$ cat config.mk
export PLATFORM = sky130hd
export DESIGN_NAME = display_layout_resize_settler_unit
export DESIGN_NICKNAME = d
export VERILOG_FILES = /design/src/rtl/dlrs_pkg.sv /design/src/rtl/dlrs_divider.sv /design/src/rtl/display_layout_resize_settler_unit.sv
export SDC_FILE = /design/constraint.sdc
export NUM_CORES = 2
export LEC_CHECK = 0
export BUFFER_PORTS_ARGS = -buffer_cell sky130_fd_sc_hd__clkbuf_2
export CAP_MARGIN = 20
export CORE_UTILIZATION = 55
export DETAILED_ROUTE_END_ITERATION = 16
export PLACE_DENSITY = 0.81
export SYNTH_ARGS = -nofsm -noshare
export SYNTH_HDL_FRONTEND = slang
export SYNTH_SLANG_ARGS = --single-unit
$ cat constraint.sdc
create_clock -name i_clk -period 11.6 [get_ports i_clk]
set_input_delay 2.32 -clock i_clk [delete_from_list [all_inputs] [get_ports i_clk]]
set_output_delay 2.32 -clock i_clk [all_outputs]
set_load 0.005 [all_outputs]
$ cat src/rtl/dlrs_pkg.sv
package dlrs_pkg;

    typedef enum logic [1:0] {
        MODE_FRAME   = 2'd0,
        MODE_START   = 2'd1,
        MODE_REAPPLY = 2'd2,
        MODE_CLEAR   = 2'd3
    } t_mode;

    typedef enum logic [1:0] {
        REG_ASPECT_W = 2'd0,
        REG_ASPECT_H = 2'd1,
        REG_LOGICAL_H = 2'd2,
        REG_SETTLE   = 2'd3
    } t_reg;

    typedef struct packed {
        logic        start;
        logic [31:0] num;
        logic [15:0] den;
    } t_div_req;

    typedef struct packed {
        logic        done;
        logic [32:0] quo;
    } t_div_rsp;

endpackage

$ cat src/rtl/dlrs_divider.sv
module dlrs_divider (
    input  logic              i_clk,
    input  logic              i_rst_n,
    input  dlrs_pkg::t_div_req i_req,
    output dlrs_pkg::t_div_rsp o_rsp
);
    import dlrs_pkg::*;

    logic [32:0] r_num;
    logic [32:0] r_quo;
    logic [16:0] r_rem;
    logic [15:0] r_den;
    logic [5:0]  r_cnt;
    logic        r_busy;
    logic        r_done;
    logic [17:0] trial;
    logic [16:0] shifted;

    assign shifted = {r_rem[15:0], r_num[32]};
    assign trial   = {1'b0, shifted} - {2'b00, r_den};

    always_ff @(posedge i_clk) begin
        if (!i_rst_n) begin
            r_busy <= 1'b0;
            r_done <= 1'b0;
            r_cnt  <= '0;
        end else begin
            r_done <= 1'b0;
            if (i_req.start) begin
                r_busy <= 1'b1;
                r_cnt  <= 6'd33;
                r_num  <= {1'b0, i_req.num} + {18'd0, i_req.den[15:1]};
                r_den  <= i_req.den;
                r_rem  <= '0;
                r_quo  <= '0;
            end else if (r_busy) begin
                r_num <= {r_num[31:0], 1'b0};
                if (!trial[17]) begin
                    r_rem <= trial[16:0];
                    r_quo <= {r_quo[31:0], 1'b1};
                end else begin
                    r_rem <= shifted;
                    r_quo <= {r_quo[31:0], 1'b0};
                end
                r_cnt <= r_cnt - 6'd1;
                if (r_cnt == 6'd1) begin
                    r_busy <= 1'b0;
                    r_done <= 1'b1;
                end
            end
        end
    end

    assign o_rsp.done = r_done;
    assign o_rsp.quo  = r_quo;

endmodule

$ cat src/rtl/display_layout_resize_settler_unit.sv
// Flow: frame, start and reapply items run four rounded divisions in turn (S_LW, S_MW,
// S_CW, S_RW), then S_DECIDE and S_FIN decide the result and S_OUT presents it; clear
// items go straight from S_IDLE to S_FIN and S_OUT.
// Throughput: one item at a time; the next item is taken only after the result has been
// accepted, so a stalled result holds off the next item.
// Reset: synchronous active low; registers return to 16, 9, 480 and 150000, state clears.
module display_layout_resize_settler_unit (
    input  logic        i_clk,
    input  logic        i_rst_n,
    input  logic        i_valid,
    output logic        o_ready,
    input  logic [1:0]  i_mode,
    input  logic [15:0] i_window_width,
    input  logic [15:0] i_window_height,
    input  logic        i_window_valid,
    input  logic [15:0] i_pixel_width,
    input  logic [15:0] i_pixel_height,
    input  logic        i_pixel_valid,
    input  logic signed [31:0] i_delta_us,
    output logic        o_valid,
    input  logic        i_ready,
    output logic        o_layout_changed,
    output logic        o_render_changed,
    output logic [15:0] o_layout_span,
    output logic signed [15:0] o_modern_x,
    output logic [15:0] o_modern_width,
    output logic signed [15:0] o_narrow_x,
    output logic [15:0] o_narrow_span,
    output logic [14:0] o_split_x,
    output logic [15:0] o_surface_width,
    output logic [15:0] o_surface_height,
    output logic [31:0] o_surface_gen,
    output logic        o_accepted,
    input  logic        psel,
    input  logic        penable,
    input  logic        pwrite,
    input  logic [3:0]  paddr,
    input  logic [31:0] pwdata,
    output logic [31:0] prdata,
    output logic        pready
);
    import dlrs_pkg::*;

    typedef enum logic [8:0] {
        S_IDLE = 9'b000000001,
        S_LW   = 9'b000000010,
        S_MW   = 9'b000000100,
        S_CW   = 9'b000001000,
        S_LAY  = 9'b000010000,
        S_RW   = 9'b000100000,
        S_FIN  = 9'b001000000,
        S_OUT  = 9'b010000000,
        S_DECIDE = 9'b100000000
    } t_state;

    t_state r_state;
    logic [15:0] r_asp_w, r_asp_h;
    logic [11:0] r_log_h;
    logic [19:0] r_settle;

    logic r_rdy;
    logic [15:0] r_app_w, r_app_h, r_fw;
    logic [11:0] r_fh;
    logic [15:0] r_mx, r_mw, r_cx, r_cw, r_rw_s, r_rh_s;
    logic [31:0] r_gen, r_seen;
    logic [19:0] r_stable;
    logic [1:0]  r_pend;

    logic [1:0]  r_mode;
    logic [15:0] r_ww, r_wh, r_pw, r_ph;
    logic        r_wv, r_pv;
    logic [31:0] r_delta;

    logic [15:0] r_lw, r_mwn, r_cwn, r_rwn;
    logic        r_lay_ok, r_rw_ok;
    logic [1:0]  r_chg;
    logic        r_acc;

    t_div_req div_req;
    t_div_rsp div_rsp;
    logic     div_ok;
    logic [15:0] mul_a, mul_b;
    logic [15:0] app_sel_w, app_sel_h;

    dlrs_divider u_div (
        .i_clk  (i_clk),
        .i_rst_n(i_rst_n),
        .i_req  (div_req),
        .o_rsp  (div_rsp)
    );

    assign div_ok = (div_rsp.quo != 33'd0) && (div_rsp.quo[32:16] == 17'd0);
    assign pready = 1'b1;
    assign o_ready = (r_state == S_IDLE);
    assign o_valid = (r_state == S_OUT);

    always_comb begin
        case (paddr[3:2])
            REG_ASPECT_W:  prdata = {16'd0, r_asp_w};
            REG_ASPECT_H:  prdata = {16'd0, r_asp_h};
            REG_LOGICAL_H: prdata = {20'd0, r_log_h};
            REG_SETTLE:    prdata = {12'd0, r_settle};
            default:       prdata = '0;
        endcase
    end

    logic        pix_same;
    logic [31:0] n_pix;
    logic        dpos;
    assign n_pix    = {r_pw, r_ph};
    assign pix_same = (n_pix == r_seen);
    assign dpos     = (r_delta != 32'd0) && !r_delta[31];

    logic [16:0] diff_m, diff_c, half_m, half_c;
    assign diff_m = {1'b0, r_lw} - {1'b0, r_mwn};
    assign diff_c = {1'b0, r_lw} - {1'b0, r_cwn};
    assign half_m = diff_m + {16'd0, diff_m[16]};
    assign half_c = diff_c + {16'd0, diff_c[16]};

    logic [19:0] rem20, inc20, stable_next;
    assign rem20 = r_settle - r_stable;
    assign inc20 = (r_delta < {12'd0, rem20}) ? r_delta[19:0] : rem20;
    assign stable_next = (dpos && r_stable < r_settle) ? r_stable + inc20 : r_stable;

    assign app_sel_w = (r_mode == MODE_FRAME) ? r_app_w : r_asp_w;
    assign app_sel_h = (r_mode == MODE_FRAME) ? r_app_h : r_asp_h;

    always_comb begin
        div_req = '0;
        mul_a   = '0;
        mul_b   = '0;
        case (r_state)
            S_IDLE: begin
                div_req.start = i_valid && (i_mode != MODE_CLEAR);
                mul_a         = {4'd0, r_log_h};
                mul_b         = i_window_width;
                div_req.den   = (i_window_height == 16'd0) ? 16'd1 : i_window_height;
            end
            S_LW: begin
                div_req.start = div_rsp.done;
                mul_a         = {4'd0, r_log_h};
                mul_b         = app_sel_w;
                div_req.den   = (app_sel_h == 16'd0) ? 16'd1 : app_sel_h;
            end
            S_MW: begin
                div_req.start = div_rsp.done;
                mul_a         = {4'd0, r_log_h};
                mul_b         = 16'd4;
                div_req.den   = 16'd3;
            end
            S_CW: begin
                div_req.start = div_rsp.done;
                mul_a         = r_ph;
                mul_b         = app_sel_w;
                div_req.den   = (app_sel_h == 16'd0) ? 16'd1 : app_sel_h;
            end
            default: ;
        endcase
        div_req.num = {16'd0, mul_a} * {16'd0, mul_b};
    end

    logic lay_good, rw_good, asp_zero, same_asp, lay_upd, rend_upd;
    assign lay_good = r_wv && (r_ww != 16'd0) && (r_wh != 16'd0) && r_lay_ok
                      && (r_log_h != 12'd0);
    assign rw_good  = r_rw_ok && (r_ph != 16'd0) && (app_sel_h != 16'd0)
                      && (app_sel_w != 16'd0);
    assign asp_zero = (r_asp_w == 16'd0) || (r_asp_h == 16'd0);
    assign same_asp = (r_asp_w == r_app_w) && (r_asp_h == r_app_h);
    assign lay_upd  = lay_good && !(r_fw == r_lw && r_fh == r_log_h);
    assign rend_upd = r_pv && pix_same && (stable_next >= r_settle) && rw_good
                      && ({r_rw_s, r_rh_s} != {r_rwn, r_ph});

    always_ff @(posedge i_clk) begin
        if (!i_rst_n) begin
            r_state  <= S_IDLE;
            r_asp_w  <= 16'd16;
            r_asp_h  <= 16'd9;
            r_log_h  <= 12'd480;
            r_settle <= 20'd150000;
            r_rdy <= 1'b0; r_app_w <= '0; r_app_h <= '0; r_fw <= '0; r_fh <= '0;
            r_mx <= '0; r_mw <= '0; r_cx <= '0; r_cw <= '0; r_rw_s <= '0; r_rh_s <= '0;
            r_gen <= '0; r_seen <= '0; r_stable <= '0; r_pend <= '0;
        end else begin
            if (psel && penable && pwrite && pready) begin
                case (paddr[3:2])
                    REG_ASPECT_W:  r_asp_w  <= pwdata[15:0];
                    REG_ASPECT_H:  r_asp_h  <= pwdata[15:0];
                    REG_LOGICAL_H: r_log_h  <= pwdata[11:0];
                    REG_SETTLE:    r_settle <= pwdata[19:0];
                    default: ;
                endcase
            end
            case (r_state)
                S_IDLE: if (i_valid) begin
                    r_mode <= i_mode; r_ww <= i_window_width; r_wh <= i_window_height;
                    r_wv <= i_window_valid; r_pw <= i_pixel_width; r_ph <= i_pixel_height;
                    r_pv <= i_pixel_valid; r_delta <= i_delta_us;
                    r_chg <= 2'b00; r_acc <= 1'b1;
                    r_state <= (i_mode == MODE_CLEAR) ? S_FIN : S_LW;
                end
                S_LW: if (div_rsp.done) begin
                    r_lw <= div_rsp.quo[15:0]; r_lay_ok <= div_ok; r_state <= S_MW;
                end
                S_MW: if (div_rsp.done) begin
                    r_mwn <= div_rsp.quo[15:0]; r_lay_ok <= r_lay_ok & div_ok;
                    r_state <= S_CW;
                end
                S_CW: if (div_rsp.done) begin
                    r_cwn <= div_rsp.quo[15:0]; r_lay_ok <= r_lay_ok & div_ok;
                    r_state <= S_RW;
                end
                S_RW: if (div_rsp.done) begin
                    r_rwn <= div_rsp.quo[15:0]; r_rw_ok <= div_ok; r_state <= S_DECIDE;
                end
                S_DECIDE: r_state <= S_FIN;
                S_FIN: begin
                    r_state <= S_OUT;
                    case (r_mode)
                        MODE_FRAME: begin
                            r_pend <= 2'b00;
                            r_chg  <= r_pend | (r_rdy ? {rend_upd, lay_upd} : 2'b00);
                            if (r_rdy) begin
                                if (lay_upd) begin
                                    r_fw <= r_lw; r_fh <= r_log_h;
                                    r_mx <= half_m[16:1];
                                    r_mw <= r_mwn;
                                    r_cx <= half_c[16:1];
                                    r_cw <= r_cwn;
                                end
                                if (r_pv) begin
                                    if (!pix_same) begin
                                        r_seen <= n_pix; r_stable <= '0;
                                    end else begin
                                        r_stable <= stable_next;
                                        if (rend_upd) begin
                                            r_rw_s <= r_rwn; r_rh_s <= r_ph;
                                            r_gen <= r_gen + 32'd1;
                                        end
                                    end
                                end
                            end
                        end
                        MODE_START: begin
                            if (r_rdy || asp_zero) begin
                                r_acc <= 1'b0;
                            end else if (!lay_good || !r_pv || !rw_good) begin
                                r_acc <= 1'b0;
                                r_app_w <= '0; r_app_h <= '0; r_fw <= '0; r_fh <= '0;
                                r_mx <= '0; r_mw <= '0; r_cx <= '0; r_cw <= '0;
                                r_rw_s <= '0; r_rh_s <= '0; r_gen <= '0; r_seen <= '0;
                                r_stable <= '0; r_pend <= '0;
                            end else begin
                                r_app_w <= r_asp_w; r_app_h <= r_asp_h;
                                r_fw <= r_lw; r_fh <= r_log_h;
                                r_mx <= half_m[16:1]; r_mw <= r_mwn;
                                r_cx <= half_c[16:1]; r_cw <= r_cwn;
                                r_seen <= n_pix; r_stable <= '0; r_pend <= '0;
                                r_rw_s <= r_rwn; r_rh_s <= r_ph; r_gen <= 32'd1;
                                r_rdy <= 1'b1;
                            end
                        end
                        MODE_REAPPLY: begin
                            if (!r_rdy || asp_zero) begin
                                r_acc <= 1'b0;
                            end else if (!same_asp) begin
                                r_app_w <= r_asp_w; r_app_h <= r_asp_h;
                                if (lay_good) begin
                                    r_fw <= r_lw; r_fh <= r_log_h;
                                    r_mx <= half_m[16:1]; r_mw <= r_mwn;
                                    r_cx <= half_c[16:1]; r_cw <= r_cwn;
                                end
                                if (!lay_good || !r_pv || !rw_good) begin
                                    r_acc <= 1'b0;
                                end else begin
                                    r_seen <= n_pix; r_stable <= '0;
                                    r_rw_s <= r_rwn; r_rh_s <= r_ph;
                                    r_gen <= r_gen + 32'd1; r_pend <= 2'b11;
                                end
                            end
                        end
                        default: begin
                            r_rdy <= 1'b0; r_app_w <= '0; r_app_h <= '0; r_fw <= '0;
                            r_fh <= '0; r_mx <= '0; r_mw <= '0; r_cx <= '0; r_cw <= '0;
                            r_rw_s <= '0; r_rh_s <= '0; r_gen <= '0; r_seen <= '0;
                            r_stable <= '0; r_pend <= '0;
                        end
                    endcase
                end
                S_OUT: if (i_ready) r_state <= S_IDLE;
                default: r_state <= S_IDLE;
            endcase
        end
    end

    assign o_layout_changed    = r_chg[0];
    assign o_render_changed    = r_chg[1];
    assign o_layout_span       = r_fw;
    assign o_modern_x          = r_mx;
    assign o_modern_width      = r_mw;
    assign o_narrow_x          = r_cx;
    assign o_narrow_span       = r_cw;
    assign o_split_x           = r_fw[15:1];
    assign o_surface_width     = r_rw_s;
    assign o_surface_height    = r_rh_s;
    assign o_surface_gen       = r_gen;
    assign o_accepted          = r_acc;

    assert property (@(posedge i_clk) disable iff (!i_rst_n) o_valid |-> !o_ready)
        else $error("output valid while accepting input");
    assert property (@(posedge i_clk) disable iff (!i_rst_n) !r_rdy |-> r_gen == 32'd0)
        else $error("generation nonzero while not ready");
    assert property (@(posedge i_clk) disable iff (!i_rst_n) !r_rdy |-> r_pend == 2'b00)
        else $error("pending flags set while not ready");
    assert property (@(posedge i_clk) disable iff (!i_rst_n) $onehot(r_state))
        else $error("state register not one-hot");

endmodule
-- After elaboration in Yosys (flattened, before gate mapping)
Cells that the tools add are included.
- add/subtract/negate cells: 10
- $mul: 1
- divide/modulo/power cells: 0
- order comparisons: 3
- eq/ne operators: 44
- shift-type cells: 0
- multiplexer cells: 158
- bitwise operators: 6
- reduce and logical (&&, ||, !) cells: 78
- operators by type and width (cell ; count):
    two-way mux 16 bit ; 67
    one-hot mux 16 bit (3 select lines) ; 11
    two-way mux 32 bit ; 16
    one-hot mux 32 bit (3 select lines) ; 2
    two-way mux 20 bit ; 9
    one-hot mux 32 bit (4 select lines) ; 1
    two-way mux 33 bit ; 3
    two-way mux 12 bit ; 7
    nonzero test 16 bit ; 5
    one-hot mux 9 bit (8 select lines) ; 1
    zero test 16 bit ; 4
    one-hot mux 20 bit (3 select lines) ; 1
    two-way mux 9 bit ; 6
    == test 16 bit ; 3
    one-hot mux 12 bit (3 select lines) ; 1
    adder 17 x 1 -> 17 bit ; 2
    subtractor 16 x 16 -> 17 bit ; 2
    adder 32 x 15 -> 33 bit ; 1
    nonzero test 33 bit ; 1
    adder 32 x 1 -> 32 bit (second input constant) ; 1
    == test 32 bit ; 1
    < comparator 32 x 20 -> 1 bit ; 1
    multiplier 16 x 16 -> 32 bit ; 1
    != test 32 bit ; 1
    other kinds (50) ; 152
- register bits after elaboration: 591
- latch bits: 0
- bits in writable memories: 0
- memory bits (read-only): 0
- bits of input ports: 143
- word-level logic and storage cells: 344
- memories: 0

-- Logic depth before layout (Yosys ltp)
- depth in word-level cells: 14
- depth in mapped cells: 51
- gate-level depth less buffers: 46

-- By module
From an unflattened synthesis, not the netlist that was laid out.
- cells, all modules: 4419
- area, all modules: 40827.9 um^2
- by module, submodules not included (module ; times used ; cells an instance ; area each (um^2)):
    display_layout_resize_settler_unit ; 1 ; 3870 ; 34765.8
    dlrs_divider ; 1 ; 549 ; 6062.1

-- Worst setup path before layout
Ideal clock, no wire load.
- path kind: reg-to-reg
- start point: register r_stable[0]
- end point: register r_gen[10] (netlist: o_surface_gen[10])
- setup time: 0.070 ns
- arrival: 9.125 ns
- required time: 11.530 ns
- setup slack: 2.405 ns
- stages on the path, launching flop included: 49
- path buffers: 5
- cells stage by stage: dfxtp_1 -> ha_1 -> inv_1 -> fa_1 -> a21o_1 -> a31o_2 -> a2111oi_2 -> o31ai_1 -> o211ai_1 -> and2_1 -> o21bai_1 -> a21oi_1 -> xor2_1 -> ha_1 -> and4_1 -> and2_1 -> a211oi_1 -> and3_1 -> [... 13 more ...] -> nor4_1 -> o41ai_1 -> xor2_1 -> nand2_1 -> o21ai_0 -> ha_1 -> nor2b_1 -> o21ai_0 -> nand2b_1 -> or4b_2 -> a21oi_1 -> o21a_1 -> buf_6 -> or2_2 -> clkbuf_1 -> clkbuf_1 -> o21ai_0 -> a21oi_1
- cells in the longest elaborated chain, start to end: 11
- elaborated cells on any way between the ends: 13
- those cells by class: add/sub: 2; order compare: 3; eq/ne: 1; mux: 2; reduce/logical: 5
- RTL lines (item ; RTL line ; source):
    from (decl) ; display_layout_resize_settler_unit.sv:66 ; logic [19:0] r_stable;
    from (signal assigned) ; display_layout_resize_settler_unit.sv:234 ; r_stable <= stable_next;
    subtractor 20 bit ; display_layout_resize_settler_unit.sv:121 ; assign rem20 = r_settle - r_stable;
    < comparator 32 x 20 -> 1 bit ; display_layout_resize_settler_unit.sv:122 ; assign inc20 = (r_delta < {12'd0, rem20}) ? r_delta[19:0] : rem20;
    two-way mux 20 bit ; display_layout_resize_settler_unit.sv:122 ;
    adder 20 bit ; display_layout_resize_settler_unit.sv:123 ; assign stable_next = (dpos && r_stable < r_settle) ? r_stable + inc20 : r_stable;
    two-way mux 20 bit * ; display_layout_resize_settler_unit.sv:123 ;
    greater-or-equal comparator 20 bit * ; display_layout_resize_settler_unit.sv:170 ; assign rend_upd = r_pv && pix_same && (stable_next >= r_settle) && rw_good
    logical AND 1 bit * (2 in a row) ; display_layout_resize_settler_unit.sv:170 ;
    logical AND 1 bit * ; display_layout_resize_settler_unit.sv:171 ; && ({r_rw_s, r_rh_s} != {r_rwn, r_ph});
    != test 2 bit (no line) * ; - ;
    AND reduction 9 bit (no line) * ; - ;
    to (signal assigned) ; display_layout_resize_settler_unit.sv:237 ; r_gen <= r_gen + 32'd1;
    to (decl) ; display_layout_resize_settler_unit.sv:65 ; logic [31:0] r_gen, r_seen;
Every way passes the cells marked *; elsewhere a longest branch is shown, timed or not.
A chain may end at the register's enable or synchronous reset.

-- Final worst setup path
- start point: register r_settle[0]
- end point: register r_rw_s[3] (netlist: o_surface_width[3])
- cells in the longest elaborated chain, start to end: 11
- elaborated cells on any way between the ends: 13
- those cells by class: add/sub: 2; order compare: 3; eq/ne: 1; mux: 2; reduce/logical: 5
- RTL lines (item ; RTL line ; source):
    from (decl) ; display_layout_resize_settler_unit.sv:59 ; logic [19:0] r_settle;
    from (signal assigned) ; display_layout_resize_settler_unit.sv:189 ; REG_SETTLE: r_settle <= pwdata[19:0];
    subtractor 20 bit ; display_layout_resize_settler_unit.sv:121 ;
    < comparator 32 x 20 -> 1 bit ; display_layout_resize_settler_unit.sv:122 ;
    two-way mux 20 bit ; display_layout_resize_settler_unit.sv:122 ;
    adder 20 bit ; display_layout_resize_settler_unit.sv:123 ;
    two-way mux 20 bit ; display_layout_resize_settler_unit.sv:123 ;
    greater-or-equal comparator 20 bit * ; display_layout_resize_settler_unit.sv:170 ;
    logical AND 1 bit * (2 in a row) ; display_layout_resize_settler_unit.sv:170 ;
    logical AND 1 bit * ; display_layout_resize_settler_unit.sv:171 ;
    != test 2 bit (no line) * ; - ;
    AND reduction 9 bit (no line) * ; - ;
    to (signal assigned) ; display_layout_resize_settler_unit.sv:236 ; r_rw_s <= r_rwn; r_rh_s <= r_ph;
    to (signal assigned) ; display_layout_resize_settler_unit.sv:276 ; r_rw_s <= r_rwn; r_rh_s <= r_ph;
    to (decl) ; display_layout_resize_settler_unit.sv:64 ; logic [15:0] r_mx, r_mw, r_cx, r_cw, r_rw_s, r_rh_s;
Marks and branches as above.

==> impl_metrics.ini <==
[run_status]
outcome = completed

[clock_tree]
clock_latency_ns = 0.63
h-tree-depth = 3
cts_buffers = 67
cts_sinks = 589
cts_hold_buf = 0
cts_tree = done
cts_root_buf = clkbuf_16
clk_pin_slew_ns = 0.06
cts_buffer_depth = 3

[routing]
drc = 0
via_count = 32790
antenna_left = 0
wl_per_cell_um = 20.22
drtIter0Drc = 3156
avgViaCountPerCell = 5.974
firstDrtPassIters = 9
totalWireLength_um = 111000

[die]
io_pins = 340
core_um2 = 70150
die_h_um = 268.5
die_w_um = 268.5
num_rows = 97
die_area_um2 = 72110
initial_core_util_pct = 55.70

[timing]
grt_setup_unrepaired = no
period_share_pct = 92.22
timing.fmax_mhz = 93.48
hold_viol = 0
finalMaxSlewViolations = 0
finalSetupTns_ns = 0
period_minus_slack_ns = 10.70
slew_headroom_pct = 31.64
setup_viol = 0
fin_worst_skew_ns = 0.03815
tightest_slew_ns = 1.023
setup_slack_ns = 0.9023

[synth]
synth_seq_cells = 589
synth-edff-count = 267
ys_async_sr_fraction_pct = 0
syn_area_per_cell_um2 = 9.126
syn_area_um2 = 39070
yosys_warnings = 0
ys.flop_type = dfxtp_1
synthCells = 4281
synth.distinct_cells = 81
ys_seq_area_share_pct = 37.02

[grt]
grt_pass1_vias = 31130
grt_max_degree = 133
antenna_found_initial = 3
track_usage_pct = 30.19
grt_pass1_wl_um = 170000
gr-total-overflow = 0

[run]
drv_cap = 0

[final_layout]
nNetsFinal = 5100
drive_gt1_share_pct = 11.39
layoutNonFillerInstCount = 5489
fillers = 5743
postLayoutCoreUtil_pct = 62.16
syn2layout_area_growth_pct = 11.61
n_antenna_cell = 0

[place]
dp.cells = 5362
dpl.hpwl_um = 81900
port_buffers = 312
dp_slack_ns = 1.046
gp_congestion = 0.9478

[worst_setup_path]
end_kind = flip-flop
path_class = reg -> reg
cp.required_ns = 12.13
cp_max_fo = 25
critPathMaxStageDelay_ns = 0.62
reg2reg_depth = 45
arrival_ns = 11.22
cpMostUsedCell = o21ai_0
crit_slowest_cell = or4b_2
crit_path_start_kind = flip-flop

[hold_path]
min_path_cells = 2
hold_class = reg -> reg

[power_and_ir_drop]
ir_worst_vdd_v = 0.0001429
p_leak_nw = 18.30
powerDensity_nw_per_um2 = 146.2
[flip-flops by register name, indices dropped and copies added, names as in the netlist, 20 cells and up]
name           flops
o_surface_gen     32
r_delta           32
r_seen            32
r_settle          20
r_stable          20
u_div.r_num       33
u_div.r_quo       33
[power by group]
| group | leakage [nW] | total (mW) | switching, mW | internal (mW) |
|---|---|---|---|---|
| registers | 5.05 | 2.36 | 0.0715 | 2.29 |
| logic | 12.2 | 1.83 | 1.12 | 0.707 |
| clock network | 1.08 | 2.18 | 0.920 | 1.26 |
| total | 18.3 | 6.38 | 2.11 | 4.26 |
[area by class of cell]
cell class | instances | area [um2] | share of cell area [%]
Inverter | 397 | 1498 | 3.435
Timing Repair Buffer | 366 | 2008 | 4.605
Tap cell | 940 | 1176 | 2.697
Clock inverter | 29 | 374.1 | 0.8579
Clock buffer | 94 | 1881 | 4.313
Sequential cell | 589 | 14460 | 33.17
Multi-Input combinational cell | 3074 | 22210 | 50.92
[through the flow]
stage          power (mW)  hold slack [ns]  instance area (um2)
5_1_grt             6.705           0.4756                43610
4_1_cts             6.379           0.4552                43530
3_3_place_gp        4.133           0.4365                41280
6_report            6.377           0.4518                43610
2_1_floorplan       3.740           0.4434                39110
3_5_place_dp        4.205           0.4428                41280
[critical path: cells and delay by family, from the launching register on]
family                     cells  cell delay (ns)
buffers and inverters          4             0.51
AOI/OAI and AO/OA             20             4.71
DFF                            1             0.36
xor gates and xnor gates       2             0.42
adders and majority gates      6             1.76
and+or+nand+nor               13             2.82
[per-layer routing]
layer,share of wire (%),global-route usage [%],vias to the layer above
li1,-,-,15060
met1,38,38.60,15810
met2,46,48.01,1585
met3,9.8,6.776,341
met4,5.4,15.51,6
met5,0.038,0,-
[cells in the mapped netlist, drive strengths merged, types with 84 or more instances]
library cell  instances  area share (%)
fa                  215              11
xnor2                86             1.9
nor4                 92             1.5
nand3               191             2.4
nor2                266             2.6
o21ai               172             2.2
clkbuf              166             1.6
xor2                161             3.6
ha                  247             7.9
a21oi               309             4.0
inv                 397             3.8
nand2               632             6.1
dfxtp               322              16
and2                 84             1.3
edfxtp              267              21
[path summary, 6_finish.rpt]
kind / endpoint / slack [ns] / from
setup / recovery: o_surface_width[3] / 0.90 / r_settle[0]
hold / removal: o_narrow_span[6] / 0.45 / o_narrow_span[6]
setup reg to reg: o_surface_width[3] / 0.90 / r_settle[0]
hold reg to reg: o_narrow_span[6] / 0.45 / o_narrow_span[6]
[placed cells by master (no fill, tap or decap), types with 91 or more instances in the layout]
cell type / n
a21oi_1: 307
inv_1: 396
dfxtp_1: 322
fa_1: 215
nand3_1: 191
nand2_1: 631
clkbuf_2: 312
ha_1: 246
xor2_1: 161
nor2_1: 259
o21ai_0: 160
edfxtp_1: 267
nor4_1: 91
[repair_timing]
item                                    in CTS  in global routing
resized for setup                            0                  1
hold endpoints to repair                     0                  0
endpoints found under the setup margin       0                  8
buffers inserted                             0                  0
[kinds of logic (layout without fill, tap and decap cells)]
logic type	count (synthesis)	after routing	share of synthesized area (%)
AND/OR/NAND/NOR	1518	1518	18.15
buffers and inverters	629	886	6.450
multiplexers	57	57	1.854
XOR/XNOR	247	247	5.537
other	2	13	0.01922
adder cells (fa/ha/maj)	462	462	18.93
flip-flops	589	589	37.02
AO/OA/AOI/OAI	777	777	12.04
(Power assumes the default switching activity.)
